**src/mrfc_pkg.sv**
```systemverilog
`default_nettype none

package mrfc_pkg;

  // Bytes counted per buffer before the position saturates
  localparam int unsigned MaxBufferBytes = 512;
  localparam int unsigned PosW  = $clog2(MaxBufferBytes + 1);
  localparam int unsigned LenW  = 9;
  localparam int unsigned CmpW  = ((PosW > LenW) ? PosW : LenW) + 1;

  localparam logic [15:0] CrcInit = 16'hFFFF;
  localparam logic [15:0] CrcPoly = 16'hA001;

  localparam logic [PosW-1:0] PosMax = PosW'(MaxBufferBytes);
  localparam logic [CmpW-1:0] MinFrameBytes = CmpW'(5);

  localparam logic [7:0] FcReadCoils     = 8'h01;
  localparam logic [7:0] FcReadHoldRegs  = 8'h03;
  localparam logic [7:0] FcWriteCoil     = 8'h05;
  localparam logic [7:0] FcWriteReg      = 8'h06;
  localparam logic [7:0] FcWriteCoils    = 8'h0F;
  localparam logic [7:0] FcWriteRegs     = 8'h10;

  localparam logic [LenW-1:0] FixedFrameLen = LenW'(8);
  localparam logic [LenW-1:0] RespHdrLen    = LenW'(5);
  localparam logic [LenW-1:0] CmdHdrLen     = LenW'(9);

  typedef enum logic [2:0] {
    ERR_NONE       = 3'd0,
    ERR_SHORT      = 3'd1,
    ERR_FUNC       = 3'd2,
    ERR_INCOMPLETE = 3'd3,
    ERR_CRC        = 3'd4
  } err_e;

  typedef struct packed {
    logic            ok;
    err_e            err;
    logic [LenW-1:0] len;
  } verdict_t;

  // One byte of the reflected CRC-16, unrolled over its eight bits
  function automatic logic [15:0] crc_byte(input logic [15:0] crc_in,
                                           input logic [7:0]  data);
    logic [15:0] c;
    c = crc_in ^ {8'h00, data};
    for (int k = 0; k < 8; k++) begin
      if (c[0]) begin
        c = (c >> 1) ^ CrcPoly;
      end else begin
        c = c >> 1;
      end
    end
    return c;
  endfunction

  function automatic logic fc_supported(input logic [7:0] fc);
    return (fc == FcReadCoils) || (fc == FcReadHoldRegs) || (fc == FcWriteCoil) ||
           (fc == FcWriteReg) || (fc == FcWriteCoils) || (fc == FcWriteRegs);
  endfunction

endpackage

`default_nettype wire

```
**src/mrfc_tracker.sv**
```systemverilog
`default_nettype none

module mrfc_tracker (
  input  wire logic              clk_i,
  input  wire logic              rst_ni,
  input  wire logic              accept_i,
  input  wire logic [7:0]        data_byte_i,
  input  wire logic              is_response_i,
  input  wire logic              last_byte_i,
  output logic                   res_valid_o,
  output mrfc_pkg::verdict_t     res_o
);

  logic [mrfc_pkg::PosW-1:0] pos_q, pos_d, pos_nxt;
  logic [7:0]                fc_q, fc_d, fc_nxt;
  logic [mrfc_pkg::LenW-1:0] goal_q, goal_d, goal_nxt;
  logic [15:0]               crc_q, crc_d, crc_nxt;
  logic [15:0]               cap_q, cap_d, cap_nxt;
  logic                      resp_q, resp_d, resp_nxt;

  logic [mrfc_pkg::CmpW-1:0] p_w, goal_w, n_w, goal_nxt_w;
  logic                      counting;
  logic                      fc_is_read, fc_is_multi;

  always_comb begin
    p_w      = mrfc_pkg::CmpW'(pos_q);
    goal_w   = mrfc_pkg::CmpW'(goal_q);
    counting = (pos_q < mrfc_pkg::PosMax);

    pos_nxt  = pos_q;
    fc_nxt   = fc_q;
    goal_nxt = goal_q;
    crc_nxt  = crc_q;
    cap_nxt  = cap_q;
    resp_nxt = resp_q;

    fc_is_read  = (fc_q == mrfc_pkg::FcReadCoils) || (fc_q == mrfc_pkg::FcReadHoldRegs);
    fc_is_multi = (fc_q == mrfc_pkg::FcWriteCoils) || (fc_q == mrfc_pkg::FcWriteRegs);

    if (counting) begin
      // CRC covers everything up to the trailing two bytes of the expected frame
      if ((goal_q == '0) || ((p_w + mrfc_pkg::CmpW'(2)) < goal_w)) begin
        crc_nxt = mrfc_pkg::crc_byte(crc_q, data_byte_i);
      end else if (p_w == (goal_w - mrfc_pkg::CmpW'(2))) begin
        cap_nxt[7:0] = data_byte_i;
      end else if (p_w == (goal_w - mrfc_pkg::CmpW'(1))) begin
        cap_nxt[15:8] = data_byte_i;
      end

      if (pos_q == mrfc_pkg::PosW'(0)) begin
        resp_nxt = is_response_i;
      end
      if (pos_q == mrfc_pkg::PosW'(1)) begin
        fc_nxt = data_byte_i;
        if ((data_byte_i == mrfc_pkg::FcWriteCoil) ||
            (data_byte_i == mrfc_pkg::FcWriteReg)) begin
          goal_nxt = mrfc_pkg::FixedFrameLen;
        end else if ((data_byte_i == mrfc_pkg::FcReadCoils) ||
                     (data_byte_i == mrfc_pkg::FcReadHoldRegs)) begin
          goal_nxt = resp_q ? '0 : mrfc_pkg::FixedFrameLen;
        end else if ((data_byte_i == mrfc_pkg::FcWriteCoils) ||
                     (data_byte_i == mrfc_pkg::FcWriteRegs)) begin
          goal_nxt = resp_q ? mrfc_pkg::FixedFrameLen : '0;
        end else begin
          goal_nxt = '0;
        end
      end
      // byte count field sets the length of variable frames
      if ((pos_q == mrfc_pkg::PosW'(2)) && resp_q && fc_is_read) begin
        goal_nxt = mrfc_pkg::RespHdrLen + mrfc_pkg::LenW'(data_byte_i);
      end
      if ((pos_q == mrfc_pkg::PosW'(6)) && !resp_q && fc_is_multi) begin
        goal_nxt = mrfc_pkg::CmdHdrLen + mrfc_pkg::LenW'(data_byte_i);
      end
      pos_nxt = pos_q + mrfc_pkg::PosW'(1);
    end

    n_w        = mrfc_pkg::CmpW'(pos_nxt);
    goal_nxt_w = mrfc_pkg::CmpW'(goal_nxt);

    res_o = '{ok: 1'b0, err: mrfc_pkg::ERR_NONE, len: '0};
    if (n_w < mrfc_pkg::MinFrameBytes) begin
      res_o.err = mrfc_pkg::ERR_SHORT;
    end else if (!mrfc_pkg::fc_supported(fc_nxt)) begin
      res_o.err = mrfc_pkg::ERR_FUNC;
    end else if (goal_nxt == '0) begin
      res_o.err = mrfc_pkg::ERR_INCOMPLETE;
    end else if (goal_nxt_w > n_w) begin
      res_o.err = mrfc_pkg::ERR_INCOMPLETE;
      res_o.len = goal_nxt;
    end else begin
      res_o.len = goal_nxt;
      if (cap_nxt == crc_nxt) begin
        res_o.ok = 1'b1;
      end else begin
        res_o.err = mrfc_pkg::ERR_CRC;
      end
    end
    res_valid_o = accept_i && last_byte_i;

    pos_d  = pos_q;
    fc_d   = fc_q;
    goal_d = goal_q;
    crc_d  = crc_q;
    cap_d  = cap_q;
    resp_d = resp_q;
    if (accept_i) begin
      if (last_byte_i) begin
        pos_d  = '0;
        fc_d   = '0;
        goal_d = '0;
        crc_d  = mrfc_pkg::CrcInit;
        cap_d  = '0;
        resp_d = 1'b0;
      end else begin
        pos_d  = pos_nxt;
        fc_d   = fc_nxt;
        goal_d = goal_nxt;
        crc_d  = crc_nxt;
        cap_d  = cap_nxt;
        resp_d = resp_nxt;
      end
    end
  end

  always_ff @(posedge clk_i or negedge rst_ni) begin
    if (!rst_ni) begin
      pos_q  <= '0;
      fc_q   <= '0;
      goal_q <= '0;
      crc_q  <= mrfc_pkg::CrcInit;
      cap_q  <= '0;
      resp_q <= 1'b0;
    end else begin
      pos_q  <= pos_d;
      fc_q   <= fc_d;
      goal_q <= goal_d;
      crc_q  <= crc_d;
      cap_q  <= cap_d;
      resp_q <= resp_d;
    end
  end

  a_pos_saturates: assert property (@(posedge clk_i) disable iff (!rst_ni)
    pos_q <= mrfc_pkg::PosMax)
    else $error("byte position beyond saturation limit");

  a_clear_after_last: assert property (@(posedge clk_i) disable iff (!rst_ni)
    (accept_i && last_byte_i) |=> (pos_q == '0 && goal_q == '0 &&
                                   crc_q == mrfc_pkg::CrcInit))
    else $error("state not cleared after last byte");

  a_hold_when_idle: assert property (@(posedge clk_i) disable iff (!rst_ni)
    !accept_i |=> ($stable(pos_q) && $stable(crc_q) && $stable(goal_q)))
    else $error("state moved without a transaction");

endmodule

`default_nettype wire

```
**config.mk**
```make
export PLATFORM = sky130hd
export DESIGN_NAME = mrfc_tracker
export DESIGN_NICKNAME = d
export VERILOG_FILES = /design/src/mrfc_pkg.sv /design/src/mrfc_tracker.sv
export SDC_FILE = /design/constraint.sdc
export NUM_CORES = 1
export LEC_CHECK = 0
export ABC_CLOCK_PERIOD_IN_PS = 4000
export BUFFER_PORTS_ARGS = -buffer_cell sky130_fd_sc_hd__buf_2
export CAP_MARGIN = 20
export CELL_PAD_IN_SITES_DETAIL_PLACEMENT = 2
export CELL_PAD_IN_SITES_GLOBAL_PLACEMENT = 2
export CORE_MARGIN = 2
export CORE_UTILIZATION = 36
export CTS_CLUSTER_SIZE = 12
export DETAILED_ROUTE_END_ITERATION = 8
export PLACE_DENSITY = 0.89
export SYNTH_ARGS = -nofsm -noshare
export SYNTH_HDL_FRONTEND = slang
export SYNTH_SLANG_ARGS = --single-unit
```
**constraint.sdc**
```tcl
create_clock -name clk_i -period 4 [get_ports clk_i]
set_input_delay 0.4 -clock clk_i [delete_from_list [all_inputs] [get_ports clk_i]]
set_output_delay 0.4 -clock clk_i [all_outputs]
set_load 0.05 [all_outputs]
```
==> results.txt, run 1 <==
Placement Setup Slack = -689 ps
net count after synthesis = 644
clk_skew = 18.8 ps
# clock sinks = 60
internal power = 2010 uW
number of port buffers = 26
Area growth, synth to finish = 44.4%
sum of negative setup slack = -9230 ps
sequential share of the synthesized area = 27.9%
Yosys warnings = 0
RSZ-0062 raised after global routing = true
final wirelength = 40400 um
post-synth top area share = 20.2%
post-detail-place hpwl = 20000 um
FF-to-FF path depth = 12
Vias = 7001
critical path depth in cells = 18
Max stage delay on crit path = 610 ps
Clock Power Share = 24.0%
worst path required time = 3600 ps
global-route wire length before repair = 51900 um
Cell Rows = 44
Initial DRT Pass Iterations = 5
final setup fails = 13
Yosys reg bits = 60
CTS tree = yes
WL/cell = 42.7 um
Slew @ Worst Pin = 815 ps
maximum number of pins on one net before global-route repair = 37
Final period util = 132%
reg2reg start = goal_q[1]
power share of the sequential group = 24.7%
Lkg Pwr = 0.00344 uW
CP Capture Type = output port
top area cells in the synthesized netlist = dfrtp_1 (20%), dfstp_2 (7.7%), ha_1 (7.1%), mux2i_1 (6.1%), xor2_1 (5.5%)
via density per instance = 7.40
Worst-path clk slew = 80 ps
Iteration-0 DRC Markers = 837
Critical path origin = pos_q[5]
Mapped Cells = 600
Detail Route Antenna Nets = 0
core area = 14600 sq um
die area = 16200 sq um
Power per Cell Area = 466 nW/um^2
CP Buf/Inv Count = 4
min-delay worst type = in2async
Async SR Flop Fraction = 100%
vias in the first global route = 7330
grt total ovfl = 0
Switching Share = 45.2%
global placer's final weighted congestion = 0.881
layout cells sized above 1 = 44.3%
final hold vios = 0
DRC Markers = 0
cell family with most CP delay = compound AO/OA/AOI/OAI gates
Overall Global Routing Usage = 44.6%
hold slack = 104 ps
Worst EP arrival = 4900 ps
max frequency = 189 MHz
max_cap viols = 0
H-Tree Level Count = 3
die span in x = 127 um
I/O pin cnt = 27
outcome = complete, but fails checks
worst rel slew slack = 45.7%
maximum vdd drop = 0.416 mV
Sw Pwr = 1660 uW
cts bufs inserted = 9
number of synthesized flops with an enable pin = 0
CTS Buffer Depth = 2
Yosys cell types = 82
Initial Util = 37.2%
initial antenna violation count = 3
# nets final = 798
Synth area leader = dfrtp_1
crit path cell chain = nor4_4 > nand2_2 > buf_6 > or4_4 > buf_8 > o2bb2ai_4 > mux2_4 > a31oi_1 > inv_1 > ha_4 > o21a_1 > o21a_1 > o21a_1 > o21ai_1 > nand2b_1 > a221o_2 > a21o_4 > buf_8
ys flop type = dfrtp_1
Syn Std Cell Area = 5450 sq um
Worst-Skew Late Latency = 360 ps
clock root buffer = clkbuf_16
failing checks = setup timing
Worst path slowest cell = or4_4
Die H = 127 um
Worst Path Max Fanout = 5
combinational power share = 51.4%
Max Slew Vio Count = 0
Syn Area/Cell = 9.09 sq um
crit path kind = reg2out
final worst slack = -1300 ps
Startpoint Class = flop
final core occ = 53.8%
Min Clock Period, post-route = 5300 ps
most frequent cell on the critical path = o21a_1
-- stage by stage --
step | total power [uW] | std cells | instance area (sq um)
floorplan | 1620 | 600 | 5520
global placement | 2030 | 894 | 6620
detailed placement | 2190 | 894 | 6620
CTS | 3280 | 937 | 7530
global route | 3690 | 944 | 7870
finish | 3670 | 946 | 7870
-- synth_stat cells, types with 3 or more instances --
library cell,n
nor3_1,9
dfrtp_1,44
xnor2_1,32
a21o_1,7
nor2b_1,4
o22ai_1,12
buf_6,3
ha_1,31
o22a_1,20
a31oi_1,6
buf_2,12
nor2_1,43
nor3b_1,3
and3_1,4
a22oi_1,18
buf_4,8
inv_1,27
and2_1,5
a21oi_1,24
or3_1,3
nand2_1,21
nand3_1,21
o21ai_0,20
a22o_1,8
dfstp_2,16
clkbuf_1,20
nand4_1,6
mux2_2,3
o21ai_1,4
inv_2,3
nor4_1,6
nand2b_1,7
xor2_1,34
mux2i_1,33
o21a_1,5
o2bb2ai_1,22
-- path summary, 6_finish.rpt --
| check | slack (ps) | endpoint |
|---|---|---|
| setup reg to reg | 200 | cap_q[3] |
| setup / recovery | -1300 | res_o[9] |
| min in group clk_i | 420 | resp_q |
| max in group asynchronous | 2830 | pos_q[5] |
| hold reg to reg | 550 | fc_q[7] |
| hold / removal | 100 | fc_q[4] |
-- timing repair --
action / CTS / global route
setup buffers: 25 / 7
resized for setup: 88 / 62
cloned: 2 / 0
hold buffers: 0 / 0
pin swaps: 20 / 28
setup endpoints to repair: 13 / 21
-- kinds of logic (layout without fill, tap and decap cells) --
group / Yosys count / after routing / synth area share [%]
AOI/OAI and AO/OA: 171 / 171 / 23.1
xor gates and xnor gates: 68 / 68 / 11.4
adders and majority gates: 31 / 31 / 7.11
buffers and inverters: 74 / 232 / 6.33
DFF: 60 / 60 / 27.9
muxes: 40 / 40 / 7.82
other: 0 / 3 / 0
and+or+nand+nor: 156 / 157 / 16.3
-- per-layer routing --
| metal | global-route usage, % | part of all wire, % | routed length [um] | vias to the layer above |
|---|---|---|---|---|
| li1 | - | - | - | 2523 |
| met1 | 48.2 | 34 | 13600 | 3440 |
| met2 | 75.0 | 45 | 18200 | 715 |
| met3 | 9.97 | 9.6 | 3880 | 323 |
| met4 | 36.3 | 12 | 4730 | 0 |
| met5 | 0 | 0 | 0 | - |
-- power by group through the flow --
stage          clock network (uW)  logic [uW]  registers (uW)
2_1_floorplan                   0         808             809
3_3_place_gp                    0        1210             825
3_5_place_dp                    0        1340             851
4_1_cts                       839        1580             863
5_1_grt                       881        1910             905
6_report                      879        1880             904
-- layout by cell type, fill, tap and decap left out, types with 12 or more instances in the layout --
master       n
xor2_1      33
nand2_1     21
buf_6       13
xnor2_1     30
dfrtp_1     37
ha_1        24
dfstp_2     16
o22a_1      20
mux2i_1     14
buf_2       13
buf_4      151
a22oi_1     18
o2bb2ai_1   21
o21ai_0     12
a21oi_1     14
nand3_1     19
nor2_1      37
inv_1       23
-- registers in the layout, indices dropped and copies added, names as in the netlist --
signal	flops
cap_q	16
crc_q	16
pos_q	10
goal_q	9
fc_q	8
resp_q	1
-- area by class of cell --
cell class	instances	area, sq um
diodes	3	7.51
fillers	1486	6770
multi-input cells	467	4210
flip-flops and latches	60	1530
repair buffers	185	1480
inverters	31	116
clock inverters	6	63.8
clock buffers	10	239
well taps	184	230
(Power assumes the default switching activity.)
==> run 2, diff against run 1 <==
- ABC_CLOCK_PERIOD_IN_PS: 4000 -> 6100
- CORE_UTILIZATION: 36 -> 43
- PLACE_DENSITY: 0.89 -> 0.95
- clock period: 4 -> 6.1 ns (I/O delays scaled with it)
==> results.txt, run 2 (synthesis results as in run 1) <==
crit path kind = reg2out (unchanged)
max frequency = 171 MHz
Final period util = 96.1%
I/O pin cnt = 27 (unchanged)
Worst-path clk slew = 60 ps (was 80 ps)
Overall Global Routing Usage = 35.1% (was 44.6%)
post-route cell area = 5940 sq um (was 7870 sq um)
Top Registers = cap_q: 16 flops, crc_q: 16 flops, pos_q: 10 flops (unchanged)
Worst EP arrival = 5250 ps (was 4900 ps)
final setup fails = 0 (was 13)
global placer's final weighted congestion = 0.951 (was 0.881)
maximum number of pins on one net before global-route repair = 61 (was 37)
clk_skew = 6.43 ps (was 18.8 ps)
vias in the first global route = 5742 (was 7330)
die area = 13600 sq um (was 16200 sq um)
WL/cell = 29.9 um (was 42.7 um)
CTS tree = yes (unchanged)
Worst-Skew Late Latency = 340 ps (was 360 ps)
worst path required time = 5490 ps (was 3600 ps)
Post-DP Area = 5620 sq um (was 6620 sq um)
Max Slew Vio Count = 0 (unchanged)
FF-to-FF path depth = 12 (unchanged)
Power per Cell Area = 302 nW/um^2 (was 466 nW/um^2)
power share of the sequential group = 31.1% (was 24.7%)
final worst slack = 238 ps (was -1300 ps)
DRC Markers = 0 (unchanged)
global-route wire length before repair = 35100 um (was 51900 um)
Switching Share = 40.6% (was 45.2%)
internal power = 1070 uW (was 2010 uW)
Min Clock Period, post-route = 5860 ps
reg2reg start = pos_q[3] (was goal_q[1])
final hold vios = 0 (unchanged)
maximum vdd drop = 0.209 mV (was 0.416 mV)
Clock Power Share = 27.1% (was 24.0%)
Cell Rows = 41 (was 44)
max_cap viols = 0 (unchanged)
clock root buffer = clkbuf_16 (unchanged)
Detail Route Antenna Nets = 0 (unchanged)
worst rel slew slack = 37.4% (was 45.7%)
Placement Setup Slack = 694 ps (was -689 ps)
min-delay worst type = in2async (unchanged)
internal reg-to-reg setup slack = 2130 ps (was 200 ps)
antenna cell count = 0 (was 3)
final wirelength = 23300 um (was 40400 um)
Startpoint Class = flop (unchanged)
layout cells sized above 1 = 16.2% (was 44.3%)
Sw Pwr = 729 uW (was 1660 uW)
outcome = completed (was complete, but fails checks)
Worst Path Max Fanout = 10 (was 5)
commonest non-fill, non-tap cells in the layout = dfrtp_1 (44), nor2_1 (43), xor2_1 (34) (was buf_4 (151), nor2_1 (37), dfrtp_1 (37))
Iteration-0 DRC Markers = 441 (was 837)
via density per instance = 6.58 (was 7.40)
CP Capture Type = output port (unchanged)
sum of negative setup slack = 0 ps (was -9230 ps)
post-detail-place hpwl = 15600 um (was 20000 um)
initial antenna violation count = 1 (was 3)
Lkg Pwr = 0.00268 uW (was 0.00344 uW)
Total Power = 1800 uW (was 3670 uW)
Slew @ Worst Pin = 934 ps (was 815 ps)
CTS Buffer Depth = 2 (unchanged)
final core occ = 47.5% (was 53.8%)
commonest non-fill, non-tap cell in the layout = dfrtp_1 (was buf_4)
combinational power share = 41.7% (was 51.4%)
Vias = 5116 (was 7001)
Area growth, synth to finish = 8.95% (was 44.4%)
# clock sinks = 60 (unchanged)
die span in x = 117 um (was 127 um)
core area = 12500 sq um (was 14600 sq um)
number of port buffers = 26 (unchanged)
Initial DRT Pass Iterations = 5 (unchanged)
grt total ovfl = 0 (unchanged)
Die H = 117 um (was 127 um)
H-Tree Level Count = 3 (unchanged)
FF-to-FF End = crc_q[5] (was cap_q[3])
Initial Util = 43.6% (was 37.2%)
# hold bufs at CTS = 0 (unchanged)
# nets final = 645 (was 798)
cts bufs inserted = 9 (unchanged)
-- run 2: cell count changes in the layout (fill, tap and decap cells not counted), sizes merged --
cell    delta
buf      -149
diode      -3
bufbuf     -1
bufinv     -1
clkinv     -1
nand3      -1
-- run 2: layout make-up --
cell class	count	area [sq um]
fillers	1359	6580
multi-input cells	466	3630
flip-flops and latches	60	1520
clock buffers	12	246
well taps	172	215
repair buffers	33	183
inverters	31	116
clock inverters	4	25.0
-- run 2: critical path: stages (launching register included) --
cell,delay [ps]
dfrtp_1,630
ha_1,400
nand3_1,140
xnor2_1,200
ha_1,340
nand3_1,110
a21oi_1,370
o21ai_0,270
a31oi_2,590
nor2_1,130
a21oi_1,280
xor2_1,170
nor4_1,460
nand4_1,330
nor3b_2,250
buf_2,240
-- run 2: how the worst max path moves through the flow --
stage / from / end / slack, ps / cells past startpoint
finish: pos_q[1] / res_o[11] / 240 / 15
CTS: pos_q[7] / res_o[12] / 110 / 20
detailed placement: fc_q[5] / res_o[12] / 690 / 20
global route: pos_q[4] / res_o[12] / -10 / 20
floorplan: pos_q[7] / res_o[11] / 1210 / 20
global placement: fc_q[2] / res_o[12] / 920 / 20
-- run 2: power by group through the flow --
stage	Combinational [uW]	Sequential, uW	Clock (uW)
after floorplan	525	531	0
after global placement	648	550	0
after detailed placement	710	560	0
after CTS	735	557	485
after global routing	795	567	503
final	750	559	488
-- run 2: repair_timing --
action	in CTS	in global routing
setup endpoints to repair	2	4
buffers inserted	0	1
pin swaps	0	1
gates resized for setup	1	6
-- run 2: per-layer routing --
layer | vias up | routed length, um | track usage [%]
met5 | - | 0 | 0
met4 | 0 | 1070 | 16.3
met3 | 91 | 1140 | 5.76
met2 | 199 | 11900 | 61.7
met1 | 2615 | 9130 | 41.9
li1 | 2211 | - | -
-- run 2: per-stage QoR --
stage          hold slack (ps)  instances
4_1_cts                    481        777
3_3_place_gp               469        761
5_1_grt                    498        778
6_report                   430        778
2_1_floorplan              314        600
3_5_place_dp               500        761
